===== config.mk =====
export PLATFORM = sky130hd
export DESIGN_NAME = and_popcount_three_column_counter_unit_flat
export DESIGN_NICKNAME = d
export VERILOG_FILES = /design/src/design/acpc_pkg.sv /design/src/design/acpc_if.sv /design/src/design/and_popcount_three_column_counter_unit.sv /design/src/design/acpc_lane.sv /design/src/design/acpc_merge.sv /design/src/flat_wrapper.sv
export SDC_FILE = /design/constraint.sdc
export NUM_CORES = 1
export LEC_CHECK = 0
export BUFFER_PORTS_ARGS = -buffer_cell sky130_fd_sc_hd__buf_2
export CORE_MARGIN = 3
export CORE_UTILIZATION = 40
export DETAILED_ROUTE_END_ITERATION = 16
export PLACE_DENSITY = 0.58
export SLEW_MARGIN = 5
export SYNTH_ARGS = -nofsm -noshare
export SYNTH_HDL_FRONTEND = slang
export SYNTH_SLANG_ARGS = --single-unit
export TNS_END_PERCENT = 100

===== constraint.sdc =====
create_clock -name clk -period 9.96 [get_ports clk]
set_input_delay 1.992 -clock clk [delete_from_list [all_inputs] [get_ports clk]]
set_output_delay 1.992 -clock clk [all_outputs]
set_load 0.05 [all_outputs]

===== src/design/acpc_pkg.sv =====
// acpc_pkg: widths, lane count and shared types of the and-popcount counter
// no dependencies; compiled first
package acpc_pkg;

  localparam int unsigned LANES  = 3;
  localparam int unsigned WORD_W = 64;
  localparam int unsigned CNT_W  = 32;
  localparam int unsigned PC_W   = $clog2(WORD_W + 1);

  typedef logic [WORD_W-1:0] word_t;
  typedef logic [CNT_W-1:0]  cnt_t;
  typedef logic [PC_W-1:0]   pc_t;

  typedef logic [LANES-1:0][WORD_W-1:0] word_arr_t;
  typedef logic [LANES-1:0][CNT_W-1:0]  cnt_arr_t;

  // per-item control broadcast to the lanes and the output stage
  typedef struct packed {
    logic fire;  // an item is taken this cycle
    logic last;  // that item closes the row
  } acpc_ctrl_t;

endpackage


===== src/design/acpc_if.sv =====
// acpc_in_if / acpc_out_if: valid-ready channels of the and-popcount counter
// depends on acpc_pkg
interface acpc_in_if
  import acpc_pkg::*;
();
  logic  valid;
  logic  ready;
  word_t word_a;
  word_t word_b0;
  word_t word_b1;
  word_t word_b2;
  logic  last_word;

  modport source (output valid, word_a, word_b0, word_b1, word_b2, last_word,
                  input ready);
  modport sink   (input valid, word_a, word_b0, word_b1, word_b2, last_word,
                  output ready);
endinterface

interface acpc_out_if
  import acpc_pkg::*;
();
  logic valid;
  logic ready;
  cnt_t count_0;
  cnt_t count_1;
  cnt_t count_2;

  modport source (output valid, count_0, count_1, count_2, input ready);
  modport sink   (input valid, count_0, count_1, count_2, output ready);
endinterface


===== src/design/and_popcount_three_column_counter_unit.sv =====
// and_popcount_three_column_counter_unit: top level of the and-popcount counter
// depends on acpc_pkg, acpc_if, acpc_lane and acpc_merge
//
// usage
//   in_ch carries one item per row word: word_a of the current row and the
//   matching words of three fixed rows, plus last_word on the row's final
//   word. three lanes and word_a with each fixed word, count the ones and
//   add the count to a 32-bit running total that wraps modulo 2^32.
//   the item with last_word set produces one result on out_ch holding the
//   three totals including its own counts, and the totals restart at zero.
//   items without last_word produce no result.
//   throughput: one item per cycle while in_ch ready is high; the popcount
//   and add of each lane are combinational. a result is registered in the
//   output register when its last item is taken, or in the skid entry.
//   the result sits in an output register backed by one skid entry; in_ch
//   ready is low only while both hold results that out_ch has not taken,
//   so mid-row items keep streaming while one result waits.
//   reset (rst_n low, synchronous) clears the totals and empties the output
//   and skid entries; no clearing pass is needed.
module and_popcount_three_column_counter_unit
  import acpc_pkg::*;
(
  input  logic       clk,
  input  logic       rst_n,
  acpc_in_if.sink    in_ch,
  acpc_out_if.source out_ch
);

  acpc_ctrl_t ctrl;
  word_arr_t  b_words;
  cnt_arr_t   totals;
  logic       ready;

  // an item is taken when valid meets ready
  assign in_ch.ready = ready;
  assign ctrl.fire   = in_ch.valid && ready;
  assign ctrl.last   = in_ch.last_word;

  // fixed-row words in lane order
  assign b_words[0] = in_ch.word_b0;
  assign b_words[1] = in_ch.word_b1;
  assign b_words[2] = in_ch.word_b2;

  // one lane per fixed row
  for (genvar j = 0; j < LANES; j++) begin : g_lane
    acpc_lane u_lane (
      .clk    (clk),
      .rst_n  (rst_n),
      .ctrl   (ctrl),
      .word_a (in_ch.word_a),
      .word_b (b_words[j]),
      .total  (totals[j])
    );
  end

  // merge the lane totals into the result item
  acpc_merge u_merge (
    .clk      (clk),
    .rst_n    (rst_n),
    .ctrl     (ctrl),
    .totals   (totals),
    .in_ready (ready),
    .out_ch   (out_ch)
  );

endmodule


===== src/design/acpc_lane.sv =====
// acpc_lane: one lane, and of two words, popcount and running total
// depends on acpc_pkg
module acpc_lane
  import acpc_pkg::*;
(
  input  logic       clk,
  input  logic       rst_n,
  input  acpc_ctrl_t ctrl,
  input  word_t      word_a,
  input  word_t      word_b,
  output cnt_t       total    // running total including this item's count
);

  // adder-tree popcount: pair, nibble and byte sums, then the bytes folded together
  function automatic pc_t popcount(input word_t v);
    word_t s2, s4, s8, s16, s32, s64;
    s2  = v - ((v >> 1) & {(WORD_W/2){2'b01}});
    s4  = (s2 & {(WORD_W/4){4'h3}}) + ((s2 >> 2) & {(WORD_W/4){4'h3}});
    s8  = (s4 + (s4 >> 4)) & {(WORD_W/8){8'h0f}};
    // low byte of each wider group holds its count, upper bytes are don't-care
    s16 = s8 + (s8 >> 8);
    s32 = s16 + (s16 >> 16);
    s64 = s32 + (s32 >> 32);
    return s64[PC_W-1:0];
  endfunction

  cnt_t acc_r, acc_nxt;
  pc_t  pc;

  assign pc    = popcount(word_a & word_b);
  assign total = acc_r + CNT_W'(pc);

  always_comb begin
    acc_nxt = acc_r;
    if (ctrl.fire) begin
      acc_nxt = ctrl.last ? '0 : total;
    end
  end

  always_ff @(posedge clk) begin
    if (!rst_n) begin
      acc_r <= '0;
    end else begin
      acc_r <= acc_nxt;
    end
  end

  // row end clears the total
  a_clear: assert property (@(posedge clk) disable iff (!rst_n)
    ctrl.fire && ctrl.last |=> acc_r == '0)
    else $error("lane total not cleared at row end");

  // idle cycles keep the total
  a_hold: assert property (@(posedge clk) disable iff (!rst_n)
    !ctrl.fire |=> $stable(acc_r))
    else $error("lane total changed without an item");

  // a mid-row item adds its count
  a_add: assert property (@(posedge clk) disable iff (!rst_n)
    ctrl.fire && !ctrl.last |=> acc_r == $past(total))
    else $error("lane total did not accumulate");

endmodule


===== src/design/acpc_merge.sv =====
// acpc_merge: gathers the lane totals into the result item, with skid buffer
// depends on acpc_pkg and acpc_out_if
module acpc_merge
  import acpc_pkg::*;
(
  input  logic              clk,
  input  logic              rst_n,
  input  acpc_ctrl_t        ctrl,
  input  cnt_arr_t          totals,
  output logic              in_ready,
  acpc_out_if.source        out_ch
);

  logic     out_valid_r, out_valid_nxt;
  logic     skid_valid_r, skid_valid_nxt;
  cnt_arr_t out_data_r, out_data_nxt;
  cnt_arr_t skid_data_r, skid_data_nxt;
  logic     push;

  assign push     = ctrl.fire && ctrl.last;
  assign in_ready = !skid_valid_r;

  always_comb begin
    out_valid_nxt  = out_valid_r;
    skid_valid_nxt = skid_valid_r;
    out_data_nxt   = out_data_r;
    skid_data_nxt  = skid_data_r;
    if (!out_valid_r || out_ch.ready) begin
      if (skid_valid_r) begin
        out_valid_nxt  = 1'b1;
        out_data_nxt   = skid_data_r;
        skid_valid_nxt = 1'b0;
      end else begin
        out_valid_nxt = push;
        if (push) begin
          out_data_nxt = totals;
        end
      end
    end else if (push) begin
      skid_valid_nxt = 1'b1;
      skid_data_nxt  = totals;
    end
  end

  always_ff @(posedge clk) begin
    if (!rst_n) begin
      out_valid_r  <= 1'b0;
      skid_valid_r <= 1'b0;
    end else begin
      out_valid_r  <= out_valid_nxt;
      skid_valid_r <= skid_valid_nxt;
    end
  end

  always_ff @(posedge clk) begin
    out_data_r  <= out_data_nxt;
    skid_data_r <= skid_data_nxt;
  end

  assign out_ch.valid   = out_valid_r;
  assign out_ch.count_0 = out_data_r[0];
  assign out_ch.count_1 = out_data_r[1];
  assign out_ch.count_2 = out_data_r[2];

  // skid only fills behind a held output
  a_skid_behind: assert property (@(posedge clk) disable iff (!rst_n)
    skid_valid_r |-> out_valid_r)
    else $error("skid entry without output entry");

  // no result arrives while the skid is full
  a_no_overrun: assert property (@(posedge clk) disable iff (!rst_n)
    push |-> !skid_valid_r)
    else $error("result pushed into full buffer");

  // a drained output refills from the skid
  a_refill: assert property (@(posedge clk) disable iff (!rst_n)
    out_valid_r && out_ch.ready && skid_valid_r |=> out_valid_r && !skid_valid_r)
    else $error("skid entry lost on drain");

endmodule


===== src/flat_wrapper.sv =====
// flat-port wrapper written by rule: the top's interface ports become plain ports
module and_popcount_three_column_counter_unit_flat import acpc_pkg::*;
  (clk, rst_n, in_ch_valid, in_ch_word_a, in_ch_word_b0, in_ch_word_b1, in_ch_word_b2, in_ch_last_word, in_ch_ready, out_ch_valid, out_ch_count_0, out_ch_count_1, out_ch_count_2, out_ch_ready);
  acpc_in_if in_ch_i ();
  acpc_out_if out_ch_i ();
  input  logic clk;
  input  logic rst_n;
  input wire logic [$bits(in_ch_i.valid)-1:0] in_ch_valid;
  input wire logic [$bits(in_ch_i.word_a)-1:0] in_ch_word_a;
  input wire logic [$bits(in_ch_i.word_b0)-1:0] in_ch_word_b0;
  input wire logic [$bits(in_ch_i.word_b1)-1:0] in_ch_word_b1;
  input wire logic [$bits(in_ch_i.word_b2)-1:0] in_ch_word_b2;
  input wire logic [$bits(in_ch_i.last_word)-1:0] in_ch_last_word;
  output wire logic [$bits(in_ch_i.ready)-1:0] in_ch_ready;
  output wire logic [$bits(out_ch_i.valid)-1:0] out_ch_valid;
  output wire logic [$bits(out_ch_i.count_0)-1:0] out_ch_count_0;
  output wire logic [$bits(out_ch_i.count_1)-1:0] out_ch_count_1;
  output wire logic [$bits(out_ch_i.count_2)-1:0] out_ch_count_2;
  input wire logic [$bits(out_ch_i.ready)-1:0] out_ch_ready;
  assign in_ch_i.valid = in_ch_valid;
  assign in_ch_i.word_a = in_ch_word_a;
  assign in_ch_i.word_b0 = in_ch_word_b0;
  assign in_ch_i.word_b1 = in_ch_word_b1;
  assign in_ch_i.word_b2 = in_ch_word_b2;
  assign in_ch_i.last_word = in_ch_last_word;
  assign in_ch_ready = in_ch_i.ready;
  assign out_ch_valid = out_ch_i.valid;
  assign out_ch_count_0 = out_ch_i.count_0;
  assign out_ch_count_1 = out_ch_i.count_1;
  assign out_ch_count_2 = out_ch_i.count_2;
  assign out_ch_i.ready = out_ch_ready;
  and_popcount_three_column_counter_unit u_core (.clk(clk), .rst_n(rst_n), .in_ch(in_ch_i), .out_ch(out_ch_i));
endmodule

== Word level (Yosys, flattened, before mapping) ==
Index checks and enable logic that the tools add are counted.

* Flip-flop bits (word level): 290
* Latch bits: 0
* Memory bits (writable): 0
* Memory bits (read-only): 0
* Bits of input ports: 261
* Output and inout port bits: 98
* Logic and storage cells: 52
* Memories kept: 0

* Add/sub/neg operators: 21
* Multiply operators: 0
* Divide/modulo/power cells: 0
* $lt $le $gt $ge: 0
* Equal/unequal tests: 0
* Shifts and indexed selects: 0
* Mux-type cells: 6
* Bitwise gates (word level): 5
* Reduce and logical (&&, ||, !) cells: 9

{| class="wikitable"
|+ Operators by type and width
! cell !! number
|-
| $and 64x64->64 || 3
|-
| $mux 96 || 2
|-
| $sub 64x63->64 || 3
|-
| $add 62x62->63 || 3
|-
| $add 60x59->60 || 3
|-
| $add 52x52->53 || 3
|-
| $add 39x37->39 || 3
|-
| $add 32x7->32 || 3
|-
| $mux 32 || 3
|-
| $add 7x7->7 || 3
|-
| $reduce_and 2->1 || 2
|-
| $logic_and 1x1->1 || 2
|-
| $logic_not 1->1 || 2
|-
| $not 1->1 || 2
|-
| $reduce_bool 2->1 || 1
|-
| $reduce_or 2->1 || 1
|-
| $logic_or 1x1->1 || 1
|-
| $mux 1 || 1
|}

== Logic depth before layout (Yosys ltp) ==
* Depth after elaboration: 10
* Depth in mapped cells: 39
* Gate-level depth less buffers: 38

== Modules after synthesis ==
A second synthesis with hierarchy kept.

* Cells, all modules: 3,581
* Area total of the unflattened synthesis: 32,124.6 um2

{| class="wikitable"
|+ Modules (own cells, without submodules)
! module !! instances !! cells each !! area each (um2) !! seq. area each (um2)
|-
| acpc_lane at u_core.g_lane[2].u_lane || 1 || 1,127 || 8,543.2 || 640.6
|-
| acpc_lane at u_core.g_lane[1].u_lane || 1 || 1,067 || 8,272.9 || 640.6
|-
| acpc_lane at u_core.g_lane[0].u_lane || 1 || 1,077 || 8,220.4 || 640.6
|-
| acpc_merge || 1 || 309 || 7,081.8 || 5,805.6
|-
| and_popcount_three_column_counter_unit || 1 || 1 || 6.3 || 0.0
|}

== Worst setup path before layout ==
Ideal clock, no wire load.

* Kind: input -> register
* Start: input in_ch_word_a[13]
* End: register u_core.u_merge.out_data_r (netlist bit u_core.u_merge.out_ch.count_1[22]), data pin
* Library setup time: 260 ps
* Arrival time: 9,667 ps
* Required time: 9,700 ps
* Setup slack: 34 ps
* Cell stages on the path: 32
* Buffers on the path: 1
* Path through: clkbuf_1 -> nand2_1 -> ha_1 -> a21boi_4 -> nand4_1 -> a31o_1 -> a31oi_4 -> a41oi_4 -> a41o_1 -> a211o_1 -> a31oi_1 -> xor2_1 -> ha_1 -> fa_1 -> inv_1 -> fa_1 -> inv_1 -> fa_1 -> fa_1 -> fa_1 -> inv_1 -> fa_1 -> nor2b_1 -> o21ai_1 -> a21boi_1 -> o21ai_1 -> a21boi_1 -> o2111ai_2 -> nor3_2 -> nand3_1 -> xnor2_1 -> mux2_2

* Longest elaborated chain between the ends: 10

{| class="wikitable"
|+ Ends and longest elaborated chain
! what !! RTL line !! text
|-
| start, declared || flat_wrapper.sv:9 || <nowiki>input wire logic [$bits(in_ch_i.word_a)-1:0] in_ch_word_a;</nowiki>
|-
| $and 64x64->64 || acpc_lane.sv:30 || <nowiki>assign pc = popcount(word_a & word_b);</nowiki>
|-
| $sub 64x63->64 || acpc_lane.sv:17 || <nowiki>s2 = v - ((v >> 1) & {(WORD_W/2){2'b01}});</nowiki>
|-
| $add 62x62->63 || acpc_lane.sv:18 || <nowiki>s4 = (s2 & {(WORD_W/4){4'h3}}) + ((s2 >> 2) & {(WORD_W/4){4'h3}});</nowiki>
|-
| $add 60x59->60 || acpc_lane.sv:19 || <nowiki>s8 = (s4 + (s4 >> 4)) & {(WORD_W/8){8'h0f}};</nowiki>
|-
| $add 52x52->53 || acpc_lane.sv:21 || <nowiki>s16 = s8 + (s8 >> 8);</nowiki>
|-
| $add 39x37->39 || acpc_lane.sv:22 || <nowiki>s32 = s16 + (s16 >> 16);</nowiki>
|-
| $add 7x7->7 || acpc_lane.sv:23 || <nowiki>s64 = s32 + (s32 >> 32);</nowiki>
|-
| $add 32x7->32 || acpc_lane.sv:31 || <nowiki>assign total = acc_r + CNT_W'(pc);</nowiki>
|-
| via u_core.g_lane[1].u_lane.total[22] || acpc_lane.sv:11 || <nowiki>output cnt_t total</nowiki>
|-
| $mux 96 || acpc_merge.sv:35 || <nowiki>if (push) begin</nowiki>
|-
| $mux 96 || acpc_merge.sv:29 || <nowiki>if (skid_valid_r) begin</nowiki>
|-
| end signal, assigned || acpc_merge.sv:56 || <nowiki>out_data_r <= out_data_nxt;</nowiki>
|-
| end, declared || acpc_merge.sv:16 || <nowiki>cnt_arr_t out_data_r, out_data_nxt;</nowiki>
|}

The timed path passes the listed nets, and every way through them passes these cells. The select of a mux whose other input is x is not followed.
A chain may end at the register's enable or synchronous reset.

== Worst setup path after layout ==
* Start: input in_ch_word_a[3]
* End: register u_core.u_merge.out_data_r (netlist bit u_core.u_merge.out_ch.count_0[22]), data pin

* Longest elaborated chain between the ends: 10

{| class="wikitable"
|+ Ends and longest elaborated chain
! what !! RTL line
|-
| $and 64x64->64 || acpc_lane.sv:30
|-
| $sub 64x63->64 || acpc_lane.sv:17
|-
| $add 62x62->63 || acpc_lane.sv:18
|-
| $add 60x59->60 || acpc_lane.sv:19
|-
| $add 52x52->53 || acpc_lane.sv:21
|-
| $add 39x37->39 || acpc_lane.sv:22
|-
| $add 7x7->7 || acpc_lane.sv:23
|-
| $add 32x7->32 || acpc_lane.sv:31
|-
| via u_core.g_lane[0].u_lane.total[22] || acpc_lane.sv:11
|-
| $mux 96 || acpc_merge.sv:35
|-
| $mux 96 || acpc_merge.sv:29
|}

The timed path passes the listed nets, and every way through them passes these cells. The select of a mux whose other input is x is not followed.

==> impl_metrics.csv <==
group,metric,value,unit
status,outcome,"complete, no violations",
sta,period_share,96.73,%
detailed_routing,viasPerCell,5.192,
final_layout,fin_cells,5699,
logic_synthesis,synth-edff-count,192,
cts,insertion_delay,0.53,ns
global_route,gr-total-overflow,0,
worst_setup_path,crit_type,"input port to flip-flop",
global_route,grt_pass1_vias,28540,
die,rows,102,
logic_synthesis,yosys.area.top_type,"ha_1",
cts,cts-root-buf,"clkbuf_16",
sta,setup_viol,0,
logic_synthesis,netlist_area,0.03175,mm^2
cts,path_clk_slew,0.07,ns
worst_setup_path,slowest_stage,"fa_1",
final_layout,mostFrequentLayoutCell,"buf_4",
sta,hold_viol_final,0,
logic_synthesis,synth_area_leaders,"ha_1, edfxtp_1, dfxtp_1",
die,die_x,287.8,um
placement,dp_cells,5640,
die,initial_core_util,40.66,%
die,num_io_pins,359,
detailed_routing,drt-initial-drc-count,1658,
worst_setup_path,start_kind,"input port",
detailed_routing,vias,29590,
logic_synthesis,synth.distinct_cells,93,
run,drv_cap,0,
final_layout,fin_util,53.05,%
logic_synthesis,synth-seq-cells,290,
placement,port_buffers,358,
cts,clock-sinks,290,
sta,report.final.slew_viol_count,0,
global_route,grt_max_degree,87,
die,coreArea,0.07810,mm^2
worst_setup_path,worst_setup_path_end_kind,"flip-flop",
detailed_routing,wirelength,98980,um
worst_setup_path,cp_top_family,"adder cells",
global_route,grt_usage,22.86,%
logic_synthesis,avgSynthCellArea,8.753,um^2
logic_synthesis,yosysSeqAreaShare,24.34,%
die,die-area,0.08280,mm^2
sta,fin_ws,0.3254,ns
logic_synthesis,ys_warn_count,0,
worst_setup_path,worst-path-buf-inv,5,
sta,fin_tns_setup,0,ns
final_layout,drive_above_1_share,28.63,%
cts,cts.path.max_buffers,3,
cts,htree_levels,1,
global_route,antenna_found_initial,5,
final_layout,final_nets,5475,
detailed_routing,drc,0,
cts,cts_tree,"done",
hold_path,min_path_type,"flip-flop to flip-flop",
sta,worstMarginPinSlew,0.9874,ns
detailed_routing,drt-pass1-iter-count,6,
placement,hpwl,82770,um
logic_synthesis,synth_async_sr_flop_share,0,%
final_layout,layout.cells.most_common_list,"buf_4, ha_1, nand2_1, buf_2, inv_1",
logic_synthesis,synth.top_cell.area_share,18.91,%
cts,numCtsBuffers,25,
sta,fmaxAchievable,0.1038,GHz
worst_setup_path,path_common_cell,"fa_1",
worst_setup_path,crit_fanout,8,
detailed_routing,ant_nets,0,
logic_synthesis,dominantRegCellSynth,"edfxtp_1",
logic_synthesis,synthCells,3628,
placement,preCtsSetupSlack,-0.8398,ns
worst_setup_path,arrival,9.91,ns
final_layout,areaGrowthSynthToFinish,30.49,%
global_route,grt_pass1_wl,151700,um
worst_setup_path,critPathRequiredTime,10.24,ns
die,die_h,287.8,um
worst_setup_path,max_stage_delay,0.57,ns
placement,gp_congestion,0.9436,
cts,hold_buffers,0,
logic_synthesis,syn_nets,4465,
sta,maxSlewHeadroom,34.17,%
detailed_routing,wl_per_cell,17.37,um
sta,period_needed,9.635,ns
sta,fin_worst_skew,0.01168,ns
## what timing repair did
action | 4_1_cts | 5_1_grt
buffers inserted | 0 | 10
pin swaps | 2 | 59
gates resized for setup | 10 | 126
cloned | 0 | 1
endpoints found under the setup margin | 55 | 215
## layout make-up
type | count | area [um^2]
Antenna cell | 3 | 7.507
Clock buffer | 27 | 643.1
Clock inverter | 18 | 251.5
Fill cell | 7455 | 36670
Inverter | 308 | 1157
Multi-Input combinational cell | 2942 | 23170
Sequential cell | 290 | 7727
Tap cell | 1040 | 1301
Timing Repair Buffer | 1071 | 7182
## flip-flops by register name, summed over array words and instances, names as in the netlist
signal,cells
u_core.g_lane.u_lane.acc_r,96
u_core.u_merge.out_ch.count_0,32
u_core.u_merge.out_ch.count_1,32
u_core.u_merge.out_ch.count_2,32
u_core.u_merge.out_ch.valid,1
u_core.u_merge.skid_data_r,96
u_core.u_merge.skid_valid_r,1
## worst paths after layout
kind | from | endpoint | slack (ns) | depth (start not counted)
setup reg to reg | u_core.u_merge.skid_valid_r | u_core.g_lane[1].u_lane.acc_r[9] | 6.77 | 9
setup / recovery | in_ch_word_a[3] | u_core.u_merge.out_ch.count_0[22] | 0.33 | 36
hold / removal | u_core.g_lane[2].u_lane.acc_r[22] | u_core.g_lane[2].u_lane.acc_r[22] | 0.49 | 2
hold reg to reg | u_core.g_lane[2].u_lane.acc_r[22] | u_core.g_lane[2].u_lane.acc_r[22] | 0.49 | 2
## cells in the mapped netlist, types with 7 or more instances
cell type	number
ha_1	480
nand2_1	393
a21oi_1	307
inv_1	304
xnor2_1	218
nor2_1	198
o21ai_0	194
edfxtp_1	192
a21o_1	125
xor2_1	106
dfxtp_1	98
fa_1	96
clkbuf_1	78
mux2_2	77
nand3_1	72
or3_1	47
a31oi_1	45
o21ai_1	42
a22oi_1	40
and2_1	39
and3_1	38
nor3_1	38
nand2b_1	31
nor2b_1	27
a21boi_0	23
nand4_1	23
a211oi_1	20
nand3b_1	19
o31ai_1	14
a21boi_1	13
o211ai_1	12
a41oi_1	11
nor3b_1	11
o21bai_1	11
a211o_1	10
and4_1	10
a22o_1	9
a2111oi_0	8
a221oi_1	7
a311oi_1	7
buf_2	7
nor4_1	7
## routing by layer
layer / share of wire, % / vias to the layer above / global-route usage, %
li1: - / 14880 / -
met1: 46 / 14010 / 31.00
met2: 48 / 593 / 40.41
met3: 3.4 / 112 / 0.9580
met4: 2.3 / 0 / 4.851
met5: 0 / - / 0
## kinds of logic after synthesis
group	synth area share (%)
buffers and inverters	4.709
AOI/OAI and AO/OA	19.32
and+or+nand+nor	14.91
muxes	2.825
DFF	24.34
xor gates and xnor gates	8.937
adders and majority gates	24.97
## worst reg2reg max path: stages, from the launching register on
cell      delay (ns)
dfxtp_1         0.31
buf_4           0.38
clkinv_2        0.23
buf_12          0.23
nand2_2         0.27
buf_4           0.68
nor2_1          0.42
buf_4           0.31
a31oi_1         0.19
nor2_1          0.05
## per-stage QoR
step / instance area, um^2 / hold WS, ns
finish: 41440 / 0.4941
global route: 41440 / 0.5318
CTS: 40780 / 0.4974
detailed placement: 39840 / 0.4857
global placement: 39840 / 0.4699
floorplan: 31750 / 0.4582
Power is not shown: default switching activity piles up to over one toggle a cycle in this logic, so the estimate is an artifact.
